File: src/design/sfr_pkg.sv
// Types, constants and CRC function for the serial frame receiver.
`timescale 1ns / 1ps

package sfr_pkg;

  localparam int unsigned PayloadDepth = 32;
  localparam int unsigned AddrW        = (PayloadDepth > 1) ? $clog2(PayloadDepth) : 1;

  localparam int unsigned ByteW     = 8;
  localparam int unsigned LenW      = 6;
  localparam int unsigned ByteIdxW  = 5;
  localparam int unsigned CfgIdxW   = 2;
  localparam int unsigned CfgDataW  = 8;

  localparam logic [ByteW-1:0] CrcPoly = 8'h07;
  localparam logic [ByteW-1:0] CrcInit = 8'h00;
  localparam logic [ByteW-1:0] CrcMsb  = 8'h80;

  localparam logic [ByteW-1:0] SyncFirstReset  = 8'd170;
  localparam logic [ByteW-1:0] SyncSecondReset = 8'd85;
  localparam logic [LenW-1:0]  MaxLengthReset  = 6'd32;

  typedef enum logic [CfgIdxW-1:0] {
    CFG_SYNC_FIRST  = 2'd0,
    CFG_SYNC_SECOND = 2'd1,
    CFG_MAX_LENGTH  = 2'd2
  } cfg_reg_e;

  typedef enum logic [2:0] {
    ST_SYNC1,
    ST_SYNC2,
    ST_TYPE,
    ST_LEN,
    ST_DATA,
    ST_CHECK,
    ST_READ,
    ST_LOAD
  } rx_state_e;

  // CRC-8, MSB first, one byte absorbed
  function automatic logic [ByteW-1:0] crc8_absorb(input logic [ByteW-1:0] crc,
                                                   input logic [ByteW-1:0] data);
    logic [ByteW-1:0] c;
    c = crc ^ data;
    for (int k = 0; k < ByteW; k++) begin
      if ((c & CrcMsb) != '0) begin
        c = (c << 1) ^ CrcPoly;
      end else begin
        c = c << 1;
      end
    end
    return c;
  endfunction

endpackage

File: src/design/sfr_if.sv
// Handshake channel interfaces: received bytes, frame results, register writes.
`timescale 1ns / 1ps

interface sfr_rx_if;
  import sfr_pkg::*;
  logic             valid;
  logic             ready;
  logic [ByteW-1:0] rx_byte;
  modport source (output valid, output rx_byte, input ready);
  modport sink   (input valid, input rx_byte, output ready);
endinterface

interface sfr_frame_if;
  import sfr_pkg::*;
  logic                valid;
  logic                ready;
  logic [ByteW-1:0]    frame_type;
  logic [LenW-1:0]     frame_length;
  logic [ByteIdxW-1:0] byte_index;
  logic [ByteW-1:0]    payload_byte;
  logic                last_byte;
  modport source (output valid, output frame_type, output frame_length, output byte_index,
                  output payload_byte, output last_byte, input ready);
  modport sink   (input valid, input frame_type, input frame_length, input byte_index,
                  input payload_byte, input last_byte, output ready);
endinterface

interface sfr_cfg_if;
  import sfr_pkg::*;
  logic                valid;
  logic                ready;
  logic [CfgIdxW-1:0]  index;
  logic [CfgDataW-1:0] data;
  modport source (output valid, output index, output data, input ready);
  modport sink   (input valid, input index, input data, output ready);
endinterface

File: src/design/serial_frame_receiver.sv
// Serial frame receiver: sync hunt, header parse, CRC-8 check and payload replay.
// Usage:
//   rx_i    : one received byte per beat. Taken one per cycle while a frame is being
//             parsed; held off (ready low) while an accepted frame is replayed.
//   frame_o : one beat per payload byte of a frame whose CRC matched, or a single
//             beat with zero payload for an empty frame; last_byte marks the end.
//   cfg_i   : register writes (sync_first, sync_second, max_length); always ready.
// After the CRC byte is taken, each result is made by ST_READ (payload RAM read)
//   then ST_LOAD (output register load); the load waits while the output is full.
// Throughput: parsing runs at 1 byte per cycle; rx_i stays stalled during replay
//   until the output register has loaded the last result of the frame.
// Reset: registers return to 0xAA / 0x55 / 32, hunting for the first sync byte.
//   The payload RAM is not cleared; only entries written by the current frame
//   are read back.
// Output stall: a result waits in the output register; replay pauses until it
//   is taken. The last result may wait while parsing of the next frame begins.
`timescale 1ns / 1ps

module serial_frame_receiver (
  input  logic        clk_i,
  input  logic        rst_ni,
  sfr_rx_if.sink      rx_i,
  sfr_frame_if.source frame_o,
  sfr_cfg_if.sink     cfg_i
);
  import sfr_pkg::*;

  rx_state_e state_q, state_d;

  logic [ByteW-1:0] sync_first_q, sync_second_q;
  logic [LenW-1:0]  max_length_q;

  logic [ByteW-1:0] held_type_q, held_type_d;
  logic [LenW-1:0]  held_length_q, held_length_d;
  logic [LenW-1:0]  fill_count_q, fill_count_d;
  logic [ByteW-1:0] crc_q, crc_d;
  logic [LenW-1:0]  emit_idx_q, emit_idx_d;

  logic                out_valid_q, out_valid_d;
  logic [ByteW-1:0]    out_type_q;
  logic [LenW-1:0]     out_length_q;
  logic [ByteIdxW-1:0] out_index_q;
  logic [ByteW-1:0]    out_payload_q;
  logic                out_last_q;

  logic [ByteW-1:0] payload_mem [PayloadDepth];
  logic [ByteW-1:0] rd_data_q;
  logic [AddrW-1:0] rd_addr;
  logic [AddrW-1:0] wr_addr;
  logic             mem_we;

  logic             rx_ready;
  logic             rx_fire;
  logic [ByteW-1:0] rx_b;
  logic [ByteW-1:0] crc_next;
  logic [ByteW-1:0] limit;
  logic             too_long;
  logic             data_done;
  logic             emit_last;
  logic             out_free;
  logic             load_out;

  assign rx_b      = rx_i.rx_byte;
  assign rx_fire   = rx_i.valid && rx_ready;
  assign rx_i.ready = rx_ready;
  assign cfg_i.ready = 1'b1;

  assign crc_next  = crc8_absorb((state_q == ST_TYPE) ? CrcInit : crc_q, rx_b);
  assign limit     = ({2'b00, max_length_q} > ByteW'(PayloadDepth)) ?
                     ByteW'(PayloadDepth) : {2'b00, max_length_q};
  assign too_long  = rx_b > limit;
  assign data_done = (fill_count_q + LenW'(1)) >= held_length_q;
  assign emit_last = ({1'b0, emit_idx_q} + (LenW+1)'(1)) >= {1'b0, held_length_q};
  assign out_free  = !out_valid_q || frame_o.ready;
  assign rd_addr   = emit_idx_q[AddrW-1:0];
  assign wr_addr   = fill_count_q[AddrW-1:0];

  // next state
  always_comb begin
    state_d = state_q;
    unique case (state_q)
      ST_SYNC1: if (rx_fire && rx_b == sync_first_q) state_d = ST_SYNC2;
      ST_SYNC2: if (rx_fire) state_d = (rx_b == sync_second_q) ? ST_TYPE : ST_SYNC1;
      ST_TYPE:  if (rx_fire) state_d = ST_LEN;
      ST_LEN: begin
        if (rx_fire) begin
          priority if (too_long) state_d = ST_SYNC1;
          else if (rx_b == '0)   state_d = ST_CHECK;
          else                   state_d = ST_DATA;
        end
      end
      ST_DATA:  if (rx_fire && data_done) state_d = ST_CHECK;
      ST_CHECK: if (rx_fire) state_d = (crc_q == rx_b) ? ST_READ : ST_SYNC1;
      ST_READ:  state_d = ST_LOAD;
      ST_LOAD:  if (out_free) state_d = emit_last ? ST_SYNC1 : ST_READ;
    endcase
  end

  // control outputs
  always_comb begin
    rx_ready = 1'b0;
    mem_we   = 1'b0;
    load_out = 1'b0;
    unique case (state_q)
      ST_SYNC1, ST_SYNC2, ST_TYPE, ST_LEN, ST_CHECK: rx_ready = 1'b1;
      ST_DATA: begin
        rx_ready = 1'b1;
        mem_we   = rx_i.valid && (32'(fill_count_q) < PayloadDepth);
      end
      ST_READ: rx_ready = 1'b0;
      ST_LOAD: load_out = out_free;
    endcase
  end

  // datapath next values
  always_comb begin
    held_type_d   = held_type_q;
    held_length_d = held_length_q;
    fill_count_d  = fill_count_q;
    crc_d         = crc_q;
    emit_idx_d    = emit_idx_q;
    out_valid_d   = out_valid_q;
    if (out_valid_q && frame_o.ready) out_valid_d = 1'b0;
    if (load_out) begin
      out_valid_d = 1'b1;
      emit_idx_d  = emit_idx_q + LenW'(1);
    end
    if (rx_fire) begin
      unique case (state_q)
        ST_TYPE: begin
          held_type_d = rx_b;
          crc_d       = crc_next;
        end
        ST_LEN: begin
          fill_count_d = '0;
          if (!too_long) begin
            held_length_d = rx_b[LenW-1:0];
            crc_d         = crc_next;
          end
        end
        ST_DATA: begin
          fill_count_d = fill_count_q + LenW'(1);
          crc_d        = crc_next;
        end
        ST_CHECK: emit_idx_d = '0;
        default: ;
      endcase
    end
  end

  always_ff @(posedge clk_i or negedge rst_ni) begin
    if (!rst_ni) begin
      state_q       <= ST_SYNC1;
      held_type_q   <= '0;
      held_length_q <= '0;
      fill_count_q  <= '0;
      crc_q         <= CrcInit;
      emit_idx_q    <= '0;
      out_valid_q   <= 1'b0;
    end else begin
      state_q       <= state_d;
      held_type_q   <= held_type_d;
      held_length_q <= held_length_d;
      fill_count_q  <= fill_count_d;
      crc_q         <= crc_d;
      emit_idx_q    <= emit_idx_d;
      out_valid_q   <= out_valid_d;
    end
  end

  // configuration registers
  always_ff @(posedge clk_i or negedge rst_ni) begin
    if (!rst_ni) begin
      sync_first_q  <= SyncFirstReset;
      sync_second_q <= SyncSecondReset;
      max_length_q  <= MaxLengthReset;
    end else if (cfg_i.valid) begin
      unique case (cfg_i.index)
        CFG_SYNC_FIRST:  sync_first_q  <= cfg_i.data;
        CFG_SYNC_SECOND: sync_second_q <= cfg_i.data;
        CFG_MAX_LENGTH:  max_length_q  <= cfg_i.data[LenW-1:0];
        default: ;
      endcase
    end
  end

  // payload RAM
  always_ff @(posedge clk_i) begin
    if (mem_we) payload_mem[wr_addr] <= rx_b;
  end

  always_ff @(posedge clk_i) begin
    rd_data_q <= payload_mem[rd_addr];
  end

  // output register
  always_ff @(posedge clk_i) begin
    if (load_out) begin
      out_type_q    <= held_type_q;
      out_length_q  <= held_length_q;
      out_index_q   <= emit_idx_q[ByteIdxW-1:0];
      out_payload_q <= (held_length_q == '0) ? '0 : rd_data_q;
      out_last_q    <= emit_last;
    end
  end

  assign frame_o.valid        = out_valid_q;
  assign frame_o.frame_type   = out_type_q;
  assign frame_o.frame_length = out_length_q;
  assign frame_o.byte_index   = out_index_q;
  assign frame_o.payload_byte = out_payload_q;
  assign frame_o.last_byte    = out_last_q;

endmodule

File: src/flat_wrapper.sv
// flat-port wrapper written by rule: the top's interface ports become plain ports
module serial_frame_receiver_flat import sfr_pkg::*;
  (clk_i, rst_ni, rx_i_valid, rx_i_rx_byte, rx_i_ready, frame_o_valid, frame_o_frame_type, frame_o_frame_length, frame_o_byte_index, frame_o_payload_byte, frame_o_last_byte, frame_o_ready, cfg_i_valid, cfg_i_index, cfg_i_data, cfg_i_ready);
  sfr_rx_if rx_i_i ();
  sfr_frame_if frame_o_i ();
  sfr_cfg_if cfg_i_i ();
  input  logic clk_i;
  input  logic rst_ni;
  input wire logic [$bits(rx_i_i.valid)-1:0] rx_i_valid;
  input wire logic [$bits(rx_i_i.rx_byte)-1:0] rx_i_rx_byte;
  output wire logic [$bits(rx_i_i.ready)-1:0] rx_i_ready;
  output wire logic [$bits(frame_o_i.valid)-1:0] frame_o_valid;
  output wire logic [$bits(frame_o_i.frame_type)-1:0] frame_o_frame_type;
  output wire logic [$bits(frame_o_i.frame_length)-1:0] frame_o_frame_length;
  output wire logic [$bits(frame_o_i.byte_index)-1:0] frame_o_byte_index;
  output wire logic [$bits(frame_o_i.payload_byte)-1:0] frame_o_payload_byte;
  output wire logic [$bits(frame_o_i.last_byte)-1:0] frame_o_last_byte;
  input wire logic [$bits(frame_o_i.ready)-1:0] frame_o_ready;
  input wire logic [$bits(cfg_i_i.valid)-1:0] cfg_i_valid;
  input wire logic [$bits(cfg_i_i.index)-1:0] cfg_i_index;
  input wire logic [$bits(cfg_i_i.data)-1:0] cfg_i_data;
  output wire logic [$bits(cfg_i_i.ready)-1:0] cfg_i_ready;
  assign rx_i_i.valid = rx_i_valid;
  assign rx_i_i.rx_byte = rx_i_rx_byte;
  assign rx_i_ready = rx_i_i.ready;
  assign frame_o_valid = frame_o_i.valid;
  assign frame_o_frame_type = frame_o_i.frame_type;
  assign frame_o_frame_length = frame_o_i.frame_length;
  assign frame_o_byte_index = frame_o_i.byte_index;
  assign frame_o_payload_byte = frame_o_i.payload_byte;
  assign frame_o_last_byte = frame_o_i.last_byte;
  assign frame_o_i.ready = frame_o_ready;
  assign cfg_i_i.valid = cfg_i_valid;
  assign cfg_i_i.index = cfg_i_index;
  assign cfg_i_i.data = cfg_i_data;
  assign cfg_i_ready = cfg_i_i.ready;
  serial_frame_receiver u_core (.clk_i(clk_i), .rst_ni(rst_ni), .rx_i(rx_i_i), .frame_o(frame_o_i), .cfg_i(cfg_i_i));
endmodule
File: config.mk
export PLATFORM = sky130hd
export DESIGN_NAME = serial_frame_receiver_flat
export DESIGN_NICKNAME = d
export VERILOG_FILES = /design/src/design/sfr_pkg.sv /design/src/design/sfr_if.sv /design/src/design/serial_frame_receiver.sv /design/src/flat_wrapper.sv
export SDC_FILE = /design/constraint.sdc
export NUM_CORES = 1
export LEC_CHECK = 0
export BUFFER_PORTS_ARGS = -buffer_cell sky130_fd_sc_hd__buf_2
export CORE_ASPECT_RATIO = 1.2
export CORE_UTILIZATION = 50
export CTS_BUF_LIST = sky130_fd_sc_hd__clkbuf_4
export CTS_CLUSTER_SIZE = 25
export DETAILED_ROUTE_END_ITERATION = 6
export GPL_TIMING_DRIVEN = 0
export PLACE_DENSITY = 0.69
export SLEW_MARGIN = 20
export SYNTH_ARGS = -nofsm -noshare
export SYNTH_HDL_FRONTEND = slang
export SYNTH_SLANG_ARGS = --single-unit
File: constraint.sdc
create_clock -name clk_i -period 2.6 [get_ports clk_i]
set_input_delay 0 -clock clk_i [delete_from_list [all_inputs] [get_ports clk_i]]
set_output_delay 0 -clock clk_i [all_outputs]
set_load 0.01 [all_outputs]
==> metrics, run 1 <==
most frequent cells in the layout 284 x edfxtp_1, 134 x clkbuf_4, 61 x buf_2, 54 x mux2i_1, 49 x dfrtp_1; Seq/Total Area, Yosys 0.676; Detail Route Antenna Nets 0; hpwl dp 21000 um; vias in the first global route 8927; min-delay src cfg_i_data[4]; clk root buf clkbuf_4; RSZ-0062 raised after global routing true; P per Cell Area 941 mW/mm^2; die height 192 um; most common cell after layout, fill and taps aside edfxtp_1; DRT iter0 DRCs 470; Arrival @ worst endpoint 3.00 ns; starting density of the core 0.510; Clk Latency, worst-skew pair 0.75 ns; Core Rows 69; warnings from Yosys 0; fin. max-slew vios 0; Leakage Power 6.27 nW; WL/cell 20.6 um; Slew headroom 0.438; R2R depth 6; Final GP Congestion 0.931; cell area after layout 0.0176 mm^2; crit path cell chain clkbuf_2, nor2_1, nand3_1, nor2_1, nand2_1, nor2_2; endpoints failing hold 0; Reg area 0.0102 mm^2; Cells after Synth 939; DRC Markers 0; crit path kind reg2reg; total congestion overflow 0; worst-path fanout max 8; Layout Area Growth over Synthesis 16.8%; Max Cap Viol 0; number of buffers created by CTS 85; Worst Max-Slew Pin Slew 0.836 ns; Final period util 1.03; largest net degree at the start of global routing 35; Max Freq 374 MHz; syn_nets 985; failing checks setup timing; r2r setup slk -0.07 ns; global-route wire length before repair 50300 um; clock skew 0.0765 ns; distinct cell type count after synthesis 61; Final nets 1166; CTS tree built; final worst-path setup slack -0.0740 ns; Post-synth EDFFs 284; CP endpoint kind flip-flop; RR Endpoint u_core.payload_mem[21][1]; Worst R2R Start u_core.state_q[0]; top cells by area, synth edfxtp_1 57%, dfrtp_1 8.5%, mux4_2 4.6%; total number of vias 8727; IO Port Bufs 52; Post-Syn Area 0.0151 mm^2; Critical Path Source Type flip-flop; DIE WIDTH 161 um; Peak VDD IR 407 uV; CTS max path bufs 3; I/O pin count 54; Largest stage delay, worst path 0.58 ns; Seq cells post-synth 352; GRT Total Usage 0.218; Sink Count 352; placed inst area 0.0159 mm^2; Synth async-reset ratio 0.170; DR vias/cell 5.53; required time worst endpoint 2.92 ns; crit path time final 2.67 ns; end of the worst hold path u_core.sync_second_q[4]; post-synth top area share 0.565; Die Area 0.0309 mm^2; Overall Power 16.6 mW; largest area contributor in the netlist edfxtp_1; final setup fails 133; Slowest-stage cell, CP nor2_2; # fillers 2266; multi-input logic area 0.00467 mm^2; Pre-antenna DRT Iters 5; initial antenna violation count 1; depth of the CTS H-tree 3; main flop type after synthesis edfxtp_1; Syn Area/Cell 16.1 um^2; status finished with violations; Worst path most repeated cell nor2_1; HP Class in2reg; layout cells sized above 1 0.311; CTS clk-pin slew, worst paths 0.07 ns; Routed WL 32500 um; hold depth 3; Core Region 0.0296 mm^2
==> critical path, delay by kind of cell (launching register included) <==
family,cells,cell delay (ns)
AND/OR/NAND/NOR,5,1.70
buffers and inverters,1,0.18
flip-flops,1,0.36
==> metal layers <==
layer,vias up,GRT usage,share of wire
li1,4079,-,-
met1,4350,0.273,0.42
met2,255,0.374,0.51
met3,43,0.0428,0.050
met4,0,0.0890,0.021
met5,-,0,0
==> where the power goes <==
part / total [mW] / switching, mW / internal, mW
clock network: 4.64 / 2.13 / 2.51
logic: 5.06 / 2.75 / 2.30
registers: 6.88 / 0.291 / 6.59
total: 16.6 / 5.18 / 11.4
==> layout make-up <==
cell class | instances | share of cell area
sequential | 352 | 0.579
antenna | 1 | 0.000142
tap | 390 | 0.0277
clock buffer | 132 | 0.0562
clock inverter | 23 | 0.00852
buffer | 51 | 0.0185
timing repair buffer | 97 | 0.0420
inverter | 14 | 0.00298
multi-input combinational | 519 | 0.265
==> per-stage QoR <==
step / cells / util / TNS (ns) / worst slack [ns] / hold WS (ns)
after floorplan: 939 / - / 0 / 0.123 / -0.296
after global placement: 1381 / 0.535 / -18.61 / -0.493 / 0.247
after CTS: 1577 / 0.591 / -14.04 / -0.175 / 0.00450
after global routing: 1579 / 0.595 / -33.74 / -0.207 / 0.0430
after detailed placement: 1383 / 0.537 / -16.14 / -0.521 / -0.0550
final: 1579 / 0.595 / -3.44 / -0.0740 / 0.0631
==> cells by family after synthesis <==
group           count (synthesis)  synth area share
buf+inv                        68            0.0240
fa+ha+maj                      23            0.0191
simple gates                  184            0.0610
xor+xnor                       59            0.0342
other cells                     1          0.000248
flops                         352             0.676
mux                           133             0.127
compound gates                119            0.0585
==> registers in the layout, summed over array words and instances, names as in the netlist <==
signal	cells
u_core.max_length_q	6
u_core.frame_o.byte_index	5
u_core.held_length_q	6
u_core.crc_q	8
u_core.sync_second_q	8
u_core.payload_mem	256
u_core.fill_count_q	6
u_core.frame_o.payload_byte	8
u_core.frame_o.last_byte	1
u_core.frame_o.valid	1
u_core.frame_o.frame_length	6
u_core.emit_idx_q	6
u_core.held_type_q	8
u_core.rd_data_q	8
u_core.state_q	3
u_core.frame_o.frame_type	8
u_core.sync_first_q	8
==> cells in the mapped netlist (5+ instances only) <==
master,count
buf_2,10
buf_6,6
inv_1,14
nand4_1,5
nor2_1,50
mux4_2,31
o221ai_1,39
mux4_1,9
nand3b_1,7
nor3_1,8
dfstp_2,9
nor4_1,5
mux2_2,39
dfxtp_1,8
and2_1,10
edfxtp_1,284
o21ai_0,25
nand2_1,48
dfrtp_1,51
nand2b_1,7
nand3_1,14
mux2i_1,54
clkbuf_1,23
a21o_1,6
ha_1,23
buf_4,13
xor2_1,13
nor2b_1,13
a21oi_1,18
xnor2_1,46
==> timing repair <==
item	CTS	global route
hold buffers	39	0
resized for setup	25	36
pin swaps	0	2
hold endpoints to repair	374	0
endpoints found under the setup margin	243	264
setup buffers	3	1
==> how the worst max path moves through the flow <==
stage | start | to | slack, ns | cells past startpoint
after floorplan | u_core.emit_idx_q[0] | u_core.state_q[1] | 0.12 | 12
after global placement | u_core.emit_idx_q[3] | u_core.state_q[2] | -0.49 | 11
after detailed placement | u_core.emit_idx_q[3] | u_core.state_q[2] | -0.52 | 11
after CTS | u_core.state_q[0] | u_core.payload_mem[12][1] | -0.18 | 6
after global routing | u_core.state_q[0] | u_core.payload_mem[20][0] | -0.21 | 6
final | u_core.state_q[0] | u_core.payload_mem[21][1] | -0.07 | 6
No activity file was read; power rests on OpenSTA's default activity.
==> inputs of run 2 (changes only) <==
- REMOVE_ABC_BUFFERS: default -> 1
==> metrics, run 2 (synthesis results as in run 1) <==
status complete, no violations; Routed WL 33800 um (+4.0%); multi-input logic area 0.00482 mm^2 (+3.3%); Pre-antenna DRT Iters 5 (unchanged); Layout Area Growth over Synthesis 19.1%; crit path time final 2.50 ns (-0.173 ns); Slew headroom 0.351 (-0.0870); DR vias/cell 5.72 (+3.6%); starting density of the core 0.510 (unchanged); Final nets 1147 (-1.6%); endpoints failing hold 0 (unchanged); # fillers 2162 (-4.6%); Core Region 0.0296 mm^2 (unchanged); Reg power frac 0.439 (+0.024); P per Cell Area 911 mW/mm^2 (-3.2%); Final GP Congestion 0.778 (-16%); Slowest-stage cell, CP dfstp_2; Critical Path Source Type flip-flop; Clk Latency, worst-skew pair 0.76 ns (about the same); CP bufs+invs 1 (unchanged); Die Area 0.0309 mm^2 (unchanged); clock skew 0.0545 ns (-0.0220 ns); largest net degree at the start of global routing 43 (+23%); Cells after DPL 1332 (-3.7%); CP endpoint kind flip-flop; Max Cap Viol 0 (unchanged); CTS clk-pin slew, worst paths 0.06 ns (about the same); P_int 11.2 mW (-1.5%); vias in the first global route 8980 (+0.59%); CP startpoint u_core.max_length_q[5]; fin. max-slew vios 0 (unchanged); number of buffers created by CTS 85 (unchanged); crit path cell chain inv_1, ha_1, a2111o_1, a21oi_1, a21boi_2, and4b_4, mux2_2; Overall Power 16.4 mW (-1.3%); CTS max path bufs 3 (unchanged); final worst-path setup slack 0.0988 ns (+0.173 ns); Arrival @ worst endpoint 3.11 ns (+0.11 ns); sw frac 0.314 (+0.00147); final setup fails 0 (-100%); most common cell after layout, fill and taps aside edfxtp_1; IO Port Bufs 52 (unchanged); GRT Total Usage 0.219 (+0.000967); DP Worst Slack -0.470 ns (+0.0501 ns); Worst Max-Slew Pin Slew 0.973 ns (+0.137 ns); clock share of power 0.277 (-0.003); Largest stage delay, worst path 0.54 ns (-0.04 ns); r2r setup slk 0.1 ns (+0.17 ns); global-route wire length before repair 50300 um (about the same); Final period util 0.962 (-0.0665); Sink Count 352 (unchanged); Comb power frac 0.284 (-0.021); Peak VDD IR 520 uV (+28%); Leakage Power 6.32 nW (+0.72%); Worst R2R Start u_core.max_length_q[5]; Layout Cells excl Fill 1556 (-1.5%); DIE WIDTH 161 um (unchanged); DRC Markers 0 (unchanged); required time worst endpoint 3.21 ns (+0.29 ns); initial antenna violation count 2 (+1); WL/cell 21.7 um (+5.5%); worst-path fanout max 9 (+1); Top Family by Delay on Critical Path compound AO/OA/AOI/OAI gates; Max Freq 400 MHz (+6.9%); min-delay src cfg_i_data[7]; largest reg by FF count u_core.payload_mem; layout cells sized above 1 0.326 (+0.0142); I/O pin count 54 (unchanged); depth of the CTS H-tree 3 (unchanged); hpwl dp 18600 um (-12%); Reg area 0.0102 mm^2 (+0.15%); NetSw 5.13 mW (-0.80%); total congestion overflow 0 (unchanged); max FFs per register 256 (unchanged); Detail Route Antenna Nets 0 (unchanged); CTS tree built; clk root buf clkbuf_4; crit path kind reg2reg; DRT iter0 DRCs 697 (+48%); Core Rows 69 (unchanged); most frequent cells in the layout 284 x edfxtp_1, 125 x clkbuf_4, 54 x mux2i_1, 50 x buf_2, 46 x xnor2_1; die height 192 um (unchanged); HP Class in2reg; total number of vias 8906 (+2.1%)
==> run 2: worst paths after layout <==
path | to | depth (start not counted)
max in group asynchronous | u_core.sync_first_q[1] | 4
setup / recovery | u_core.held_length_q[0] | 7
setup reg to reg | u_core.held_length_q[0] | 7
min in group asynchronous | u_core.fill_count_q[1] | 4
hold reg to reg | u_core.frame_o.frame_type[7] | 0
hold / removal | u_core.sync_second_q[7] | 3
==> run 2: final cells by class <==
class                   count  share of cell area
multi-input cells         519               0.268
flip-flops and latches    352               0.568
inverters                  14             0.00292
clock inverters            26             0.00842
well taps                 390              0.0271
repair buffers            129              0.0728
clock buffers             124              0.0518
diodes                      2            0.000278
==> run 2: power groups by stage <==
stage / Sequential [mW] / Clock [mW] / Combinational [mW]
after floorplan: 7.38 / 0 / 2.82
after global placement: 7.64 / 0 / 3.36
after detailed placement: 7.46 / 0 / 4.07
after CTS: 7.16 / 4.60 / 4.50
after global routing: 7.23 / 4.95 / 5.05
final: 7.18 / 4.54 / 4.65
==> run 2: worst register-to-register path, delay by kind of cell (launching register included) <==
kind,cells,cell delay [ns]
flip-flops,1,0.54
buffers and inverters,1,0.09
AND/OR/NAND/NOR,1,0.43
AO/OA/AOI/OAI,3,0.69
adder cells (fa/ha/maj),1,0.30
multiplexers,1,0.35
==> run 2: layer usage <==
metal,track usage,up-vias,share of wire
li1,-,4047,-
met1,0.265,4481,0.40
met4,0.0967,0,0.023
met5,0,-,0
met2,0.383,326,0.52
met3,0.0413,52,0.062
==> run 2: metrics by stage <==
step / hold slack [ns] / utilization / instance area, um^2 / TNS [ns]
floorplan: -0.296 / - / 14800 / -32.54
global placement: 0.248 / 0.524 / 15500 / -107.72
detailed placement: -0.0574 / 0.529 / 15700 / -28.63
CTS: 0.00233 / 0.581 / 17200 / -15.53
global route: 0.0547 / 0.607 / 18000 / -1.20
finish: 0.0575 / 0.607 / 18000 / 0
==> run 2: timing repair <==
item,4_1_cts,5_1_grt
gates cloned,0,1
pin swaps,0,21
endpoints found under the hold margin,340,0
setup buffers,10,33
resized for setup,23,60
endpoints found under the setup margin,254,265
hold buffers,28,0
